==> src/line_pixel_generator_macros.svh <==
// Assertion macros for the line pixel generator.
// Included by the RTL files that carry concurrent assertions.
`ifndef LINE_PIXEL_GENERATOR_MACROS_SVH
`define LINE_PIXEL_GENERATOR_MACROS_SVH

// Same-cycle implication, disabled while in reset.
`define LPG_ASSERT_IMP(label, clk, rst_n, ante, cons, msg) \
  label: assert property (@(posedge clk) disable iff (!rst_n) (ante) |-> (cons)) \
    else $error(msg);

// Next-cycle implication, disabled while in reset.
`define LPG_ASSERT_NXT(label, clk, rst_n, ante, cons, msg) \
  label: assert property (@(posedge clk) disable iff (!rst_n) (ante) |=> (cons)) \
    else $error(msg);

`endif

==> src/lpg_pkg.sv <==
// Package for the line pixel generator: item types, op codes and setup record.
// No dependencies; used by every module of the block.
package lpg_pkg;

  localparam int unsigned COORD_BITS  = 8;
  localparam int unsigned COLOUR_BITS = 8;
  localparam int unsigned ERR_BITS    = COORD_BITS + 3;

  typedef logic [COORD_BITS-1:0]  coord_t;
  typedef logic [COLOUR_BITS-1:0] colour_t;
  typedef logic [COORD_BITS:0]    twice_t;
  typedef logic signed [ERR_BITS-1:0] err_t;

  typedef enum logic {
    OP_START   = 1'b0,
    OP_ADVANCE = 1'b1
  } op_e;

  // One input item
  typedef struct packed {
    op_e     op;
    coord_t  start_x;
    coord_t  start_y;
    coord_t  end_x;
    coord_t  end_y;
    colour_t colour;
  } in_item_t;

  // One result item
  typedef struct packed {
    coord_t  pixel_x;
    coord_t  pixel_y;
    colour_t pixel_colour;
    logic    last;
  } out_item_t;

  // Walk set-up worked out from a start item
  typedef struct packed {
    coord_t cur_x;
    coord_t cur_y;
    err_t   err;
    twice_t twice_minor;
    twice_t twice_major;
    logic   minor_down;
    logic   y_major;
    coord_t steps;
  } setup_t;

endpackage

==> src/lpg_setup.sv <==
// Line set-up: major axis choice, endpoint ordering and initial error term.
// Purely combinational; depends on lpg_pkg.
module lpg_setup (
  input  lpg_pkg::coord_t x0_i,
  input  lpg_pkg::coord_t y0_i,
  input  lpg_pkg::coord_t x1_i,
  input  lpg_pkg::coord_t y1_i,
  output lpg_pkg::setup_t setup_o
);

  logic [lpg_pkg::COORD_BITS:0] dx, dy;
  lpg_pkg::coord_t adx, ady, major, minor;
  lpg_pkg::coord_t ox0, oy0, ox1, oy1;
  logic y_major, swap;

  // Take absolute deltas
  always_comb begin
    dx  = {1'b0, x1_i} - {1'b0, x0_i};
    dy  = {1'b0, y1_i} - {1'b0, y0_i};
    adx = dx[lpg_pkg::COORD_BITS] ? lpg_pkg::coord_t'(-dx) : dx[lpg_pkg::COORD_BITS-1:0];
    ady = dy[lpg_pkg::COORD_BITS] ? lpg_pkg::coord_t'(-dy) : dy[lpg_pkg::COORD_BITS-1:0];
  end

  // Pick the major axis (ties go to y) and order the endpoints
  always_comb begin
    y_major = !(adx > ady);
    swap    = y_major ? (y0_i > y1_i) : (x0_i > x1_i);
    ox0     = swap ? x1_i : x0_i;
    oy0     = swap ? y1_i : y0_i;
    ox1     = swap ? x0_i : x1_i;
    oy1     = swap ? y0_i : y1_i;
    major   = y_major ? ady : adx;
    minor   = y_major ? adx : ady;
  end

  // Build the walk record
  always_comb begin
    setup_o.cur_x       = ox0;
    setup_o.cur_y       = oy0;
    setup_o.twice_minor = {minor, 1'b0};
    setup_o.twice_major = {major, 1'b0};
    setup_o.err         = $signed({2'b00, minor, 1'b0}) - $signed({3'b000, major});
    setup_o.minor_down  = y_major ? (ox1 < ox0) : (oy1 < oy0);
    setup_o.y_major     = y_major;
    setup_o.steps       = major;
  end

endmodule

==> src/lpg_walk.sv <==
// Bresenham walk state: holds the current pixel and error term, steps per advance.
// Depends on lpg_pkg, lpg_setup and the assertion macro header.
`include "line_pixel_generator_macros.svh"

module lpg_walk (
  input  logic                clk_i,
  input  logic                rst_ni,
  input  logic                step_en_i,
  input  lpg_pkg::in_item_t   item_i,
  output logic                emit_o,
  output lpg_pkg::out_item_t  pixel_o
);

  lpg_pkg::setup_t setup;

  logic              busy_q, busy_d;
  lpg_pkg::coord_t   cur_x_q, cur_x_d, cur_y_q, cur_y_d;
  lpg_pkg::err_t     err_q, err_d;
  lpg_pkg::twice_t   twice_minor_q, twice_minor_d, twice_major_q, twice_major_d;
  logic              minor_down_q, minor_down_d, y_major_q, y_major_d;
  lpg_pkg::coord_t   steps_q, steps_d;
  lpg_pkg::colour_t  colour_q, colour_d;

  lpg_pkg::coord_t   minor_inc;
  logic              err_pos, is_last;

  lpg_setup u_setup (
    .x0_i    (item_i.start_x),
    .y0_i    (item_i.start_y),
    .x1_i    (item_i.end_x),
    .y1_i    (item_i.end_y),
    .setup_o (setup)
  );

  // Present the current pixel
  assign is_last = (steps_q == '0);
  assign emit_o  = (item_i.op == lpg_pkg::OP_ADVANCE) && busy_q;
  assign pixel_o = '{pixel_x: cur_x_q, pixel_y: cur_y_q, pixel_colour: colour_q,
                     last: is_last};

  assign err_pos   = (err_q > 0);
  assign minor_inc = minor_down_q ? '1 : lpg_pkg::coord_t'(1);

  // Next state: when enabled, start sets up, advance steps (or goes idle after the endpoint), otherwise hold
  always_comb begin
    busy_d        = busy_q;
    cur_x_d       = cur_x_q;
    cur_y_d       = cur_y_q;
    err_d         = err_q;
    twice_minor_d = twice_minor_q;
    twice_major_d = twice_major_q;
    minor_down_d  = minor_down_q;
    y_major_d     = y_major_q;
    steps_d       = steps_q;
    colour_d      = colour_q;
    if (step_en_i) begin
      if (item_i.op == lpg_pkg::OP_START) begin
        busy_d        = 1'b1;
        cur_x_d       = setup.cur_x;
        cur_y_d       = setup.cur_y;
        err_d         = setup.err;
        twice_minor_d = setup.twice_minor;
        twice_major_d = setup.twice_major;
        minor_down_d  = setup.minor_down;
        y_major_d     = setup.y_major;
        steps_d       = setup.steps;
        colour_d      = item_i.colour;
      end else if (busy_q) begin
        if (is_last) begin
          busy_d = 1'b0;
        end else begin
          err_d = err_q + $signed({2'b00, twice_minor_q})
                - (err_pos ? $signed({2'b00, twice_major_q}) : lpg_pkg::err_t'(0));
          if (y_major_q) begin
            cur_y_d = cur_y_q + lpg_pkg::coord_t'(1);
            cur_x_d = err_pos ? cur_x_q + minor_inc : cur_x_q;
          end else begin
            cur_x_d = cur_x_q + lpg_pkg::coord_t'(1);
            cur_y_d = err_pos ? cur_y_q + minor_inc : cur_y_q;
          end
          steps_d = steps_q - lpg_pkg::coord_t'(1);
        end
      end
    end
  end

  // Hold walk state
  always_ff @(posedge clk_i or negedge rst_ni) begin
    if (!rst_ni) begin
      busy_q        <= 1'b0;
      cur_x_q       <= '0;
      cur_y_q       <= '0;
      err_q         <= '0;
      twice_minor_q <= '0;
      twice_major_q <= '0;
      minor_down_q  <= 1'b0;
      y_major_q     <= 1'b0;
      steps_q       <= '0;
      colour_q      <= '0;
    end else begin
      busy_q        <= busy_d;
      cur_x_q       <= cur_x_d;
      cur_y_q       <= cur_y_d;
      err_q         <= err_d;
      twice_minor_q <= twice_minor_d;
      twice_major_q <= twice_major_d;
      minor_down_q  <= minor_down_d;
      y_major_q     <= y_major_d;
      steps_q       <= steps_d;
      colour_q      <= colour_d;
    end
  end

  `LPG_ASSERT_NXT(a_start_busy, clk_i, rst_ni,
                  step_en_i && item_i.op == lpg_pkg::OP_START, busy_q,
                  "start item did not arm the walk")
  `LPG_ASSERT_NXT(a_last_idle, clk_i, rst_ni,
                  step_en_i && emit_o && is_last, !busy_q,
                  "walk still busy after the endpoint pixel")
  `LPG_ASSERT_NXT(a_step_count, clk_i, rst_ni,
                  step_en_i && emit_o && !is_last,
                  busy_q && steps_q == $past(steps_q) - lpg_pkg::coord_t'(1),
                  "step count did not drop by one")
  `LPG_ASSERT_NXT(a_idle_holds, clk_i, rst_ni,
                  !busy_q && !(step_en_i && item_i.op == lpg_pkg::OP_START), !busy_q,
                  "walk armed without a start item")

endmodule

==> src/line_pixel_generator.sv <==
// Line pixel generator: Bresenham line engine, one pixel per advance item.
// Channels: input items on in_valid_i/in_stall_o/in_data_i, pixels on
// out_valid_o/out_stall_i/out_data_o; an item moves when valid is high and
// stall is low. A start item (op = start) latches both endpoints and the
// colour and gives no pixel; it abandons any line in progress. Each advance
// item gives one pixel; the endpoint pixel has last set, after which the
// engine is idle and further advances give nothing.
// A pixel passes through the input register, which takes its advance item,
// and then the result register, from which the receiver takes it.
// Throughput: one item per cycle unless a pixel waits on a stalled receiver,
// set by the add, subtract and compare of the error-term update.
// Reset clears both valid flags and leaves the engine idle.
// When the receiver stalls, the pixel holds in the result register; items
// that give no pixel still pass, and an advance waits in the input register,
// raising in_stall_o, until the result register frees.
// Depends on lpg_pkg, lpg_walk and lpg_setup.
module line_pixel_generator (
  input  logic                clk_i,
  input  logic                rst_ni,
  input  logic                in_valid_i,
  output logic                in_stall_o,
  input  lpg_pkg::in_item_t   in_data_i,
  output logic                out_valid_o,
  input  logic                out_stall_i,
  output lpg_pkg::out_item_t  out_data_o
);

  logic               in_valid_q, in_valid_d;
  lpg_pkg::in_item_t  in_q;
  logic               out_valid_q, out_valid_d;
  lpg_pkg::out_item_t out_q;

  logic               emit, out_free, step_en;
  lpg_pkg::out_item_t pixel;

  lpg_walk u_walk (
    .clk_i     (clk_i),
    .rst_ni    (rst_ni),
    .step_en_i (step_en),
    .item_i    (in_q),
    .emit_o    (emit),
    .pixel_o   (pixel)
  );

  // Advance the held item when its pixel, if any, has somewhere to go
  assign out_free   = !out_valid_q || !out_stall_i;
  assign step_en    = in_valid_q && (!emit || out_free);
  assign in_stall_o = in_valid_q && !step_en;

  assign in_valid_d = in_stall_o ? in_valid_q : in_valid_i;

  always_comb begin
    out_valid_d = out_valid_q;
    if (step_en && emit) begin
      out_valid_d = 1'b1;
    end else if (!out_stall_i) begin
      out_valid_d = 1'b0;
    end
  end

  // Hold valid flags
  always_ff @(posedge clk_i or negedge rst_ni) begin
    if (!rst_ni) begin
      in_valid_q  <= 1'b0;
      out_valid_q <= 1'b0;
    end else begin
      in_valid_q  <= in_valid_d;
      out_valid_q <= out_valid_d;
    end
  end

  // Capture payloads
  always_ff @(posedge clk_i) begin
    if (!in_stall_o) begin
      in_q <= in_data_i;
    end
    if (step_en && emit) begin
      out_q <= pixel;
    end
  end

  assign out_valid_o = out_valid_q;
  assign out_data_o  = out_q;

endmodule
==> config.mk <==
export PLATFORM = sky130hd
export DESIGN_NAME = line_pixel_generator
export DESIGN_NICKNAME = d
export VERILOG_FILES = /design/src/lpg_pkg.sv /design/src/lpg_setup.sv /design/src/lpg_walk.sv /design/src/line_pixel_generator.sv
export VERILOG_INCLUDE_DIRS = /design/src /design/src/src
export SDC_FILE = /design/constraint.sdc
export NUM_CORES = 1
export LEC_CHECK = 0
export BUFFER_PORTS_ARGS = -buffer_cell sky130_fd_sc_hd__buf_2
export CORE_MARGIN = 2
export CORE_UTILIZATION = 60
export DETAILED_ROUTE_END_ITERATION = 16
export PLACE_DENSITY = 0.86
export SLEW_MARGIN = 20
export SYNTH_ARGS = -nofsm -noshare
export SYNTH_HDL_FRONTEND = slang
export SYNTH_SLANG_ARGS = --single-unit
==> constraint.sdc <==
create_clock -name clk_i -period 8.75 [get_ports clk_i]
set_input_delay 0.4375 -clock clk_i [delete_from_list [all_inputs] [get_ports clk_i]]
set_output_delay 0.4375 -clock clk_i [all_outputs]
set_load 0.01 [all_outputs]
==> flow_summary.ini <==
[global_route]
grt-ovfl-total = 0
grt_first_pass_wirelength_um = 30400
grt_pass1_vias = 6310
grt_max_degree = 65
track_usage = 0.267
antenna_found_initial = 0

[placement]
place_ws_ps = 1530
gp_congestion = 0.892
hpwlAfterDp_um = 12900
port_buffers = 71

[worst_setup_path]
reg2reg_slack_ps = 1430
slowest_delay_ps = 780
crit_family = adder cells
r2r-start = in_q[16]
r2r_cells = 29
worstSetupPathType = register to register
path_buf_inv = 3
worstPathMaxFanout = 20
worstPathRequired_ps = 9100
timing.rr.end = u_walk.err_q[8]
critPathCaptureType = register
cp_slowest_cell = nor2_2
arrival_ps = 7680
worst_setup_path_start_kind = register

[min_path]
worstHoldStart = in_data_i[11]
holdCritPathClass = primary input to register
hold-path-endpoint = in_q[11]
min_path_cells = 1

[final_layout]
syn_to_final_growth_pct = 13.7
final_cell_mix = nand2_1, inv_1, buf_2
diodes = 0
final_layout_size_suffix_gt1_frac = 0.146
mostFrequentLayoutCell = nand2_1
fin_nets = 1020

[clock_network]
clock_sinks = 130
cts_buffer_depth = 2
numCtsBuffers = 17
root_buffer = clkbuf_16
h-tree-depth = 4
cts_hold_buf = 0
cts_tree = built
insertion_delay_ps = 430
clk_pin_slew_ps = 60
postCtsSetupBuffers = 0
ctsResizeCount = 0

[job]
drv_cap = 0

[die]
rows = 42
die-area_sq_um = 14700
die_w_um = 121
start_util = 0.618
fp.dieH_um = 121
design.core.area_sq_um = 13300
ios = 72

[yosys]
synth_flop_cell = edfxtp_1
synth_edf_count = 66
ys_seq_elements = 130
yosys.area.top_type = edfxtp_1
synthCells = 842
yosysTopAreaCellShare = 0.240
synth_cell_types = 67
syn-num-nets = 949
syn_area_per_cell_sq_um = 9.79
ys_seq_area_frac = 0.435
yosys_warnings = 0
synthTopCellsByArea = edfxtp_1, dfrtp_1, ha_1
async_flop_share = 0.492
syn_area_sq_um = 8240

[sta]
hold_viol = 0
skew_ps = 5.13
worst_slack_ps = 1430
timing.final.crit_share = 0.837
final_max_slew_viol_count = 0
tns_ps = 0
fmax_ghz = 0.137
grt_setup_unrepaired = no
relSlewSlack = 0.343
fin_crit_ps = 7320
worst_pin_slew_ps = 985
setup_viol_count_final = 0

[routing]
wl_met2_um = 8800
first_pass_iters = 6
top_layer_used = met4
routedWlPerCell_um = 16.7
drtAntennaViolNets = 0
wirelength_um = 18400
wl_met3_um = 1160
wl_met1_um = 7870
via_per_inst = 5.85
drc = 0
drt-initial-drc-count = 568
routed-via-count = 6452

[power_and_ir_drop]
vdd_ir_drop_max_v = 0.000246
p_leak_nw = 4.28
power.density_nw_per_um2 = 438

[status]
status = finished, final reports clean
## synth_stat cells, types with 18 or more instances
cell type / instances
ha_1: 48
o21ai_1: 18
clkbuf_1: 19
a21o_1: 21
dfrtp_1: 64
xnor2_1: 36
edfxtp_1: 66
inv_1: 77
a21oi_1: 52
nand2_1: 95
mux2i_1: 28
o21ai_0: 41
nor2_1: 56
## stage by stage
step                hold slack [ps]  total power [mW]  cell area [sq um]  utilization  std cells
floorplan                       142              2.84               8240            -        842
global placement                418              3.24               8760        0.656       1070
detailed placement              423              3.32               8760        0.656       1070
CTS                             177              4.08               9360        0.701       1102
global route                    174              4.43               9370        0.702       1102
finish                          184              4.11               9370        0.702       1102
## power breakdown
| group | switching (mW) | internal (mW) |
|---|---|---|
| clock network | 0.266 | 0.453 |
| registers | 0.116 | 0.824 |
| logic | 1.40 | 1.05 |
| total | 1.78 | 2.33 |
## flip-flops by register name, summed over array words and instances, names as in the netlist
name,count
u_walk.err_q,11
u_walk.steps_q,8
out_data_o,25
out_valid_o,1
u_walk.y_major_q,1
u_walk.twice_minor_q,8
u_walk.twice_major_q,8
u_walk.colour_q,8
in_q,41
u_walk.busy_q,1
in_valid_q,1
u_walk.cur_y_q,8
u_walk.minor_down_q,1
u_walk.cur_x_q,8
## worst max path at each step
stage          startpoint              end  cells past startpoint  slack (ps)
6_report         in_q[16]  u_walk.err_q[8]                     29        1430
5_1_grt          in_q[16]  u_walk.err_q[8]                     29         930
4_1_cts          in_q[16]  u_walk.err_q[8]                     29        1510
3_5_place_dp     in_q[16]  u_walk.err_q[8]                     29        1530
3_3_place_gp     in_q[16]  u_walk.err_q[8]                     29        1680
2_1_floorplan    in_q[16]  u_walk.err_q[8]                     31        2300
## logic make-up (layout without fill, tap and decap cells)
group | after synthesis | count (layout) | synth area share
compound gates | 204 | 204 | 0.163
xor+xnor | 51 | 51 | 0.0542
fa+ha+maj | 66 | 66 | 0.112
buf+inv | 105 | 189 | 0.0508
flops | 130 | 130 | 0.435
mux | 35 | 35 | 0.0449
simple gates | 251 | 251 | 0.141
## layer usage
metal / vias to the layer above / track usage
li1: 3127 / -
met1: 3075 / 0.341
met2: 205 / 0.436
met3: 45 / 0.0648
met4: 0 / 0.115
met5: - / 0
## final cells by class
| cell class | count | area (sq um) |
|---|---|---|
| sequential | 130 | 3580 |
| clock buffer | 18 | 439 |
| timing repair buffer | 79 | 415 |
| fill | 980 | 3980 |
| tap | 176 | 220 |
| multi-input combinational | 607 | 4260 |
| inverter | 78 | 293 |
| clock inverter | 14 | 164 |
Note: power is estimated with default switching activity, not from simulation.
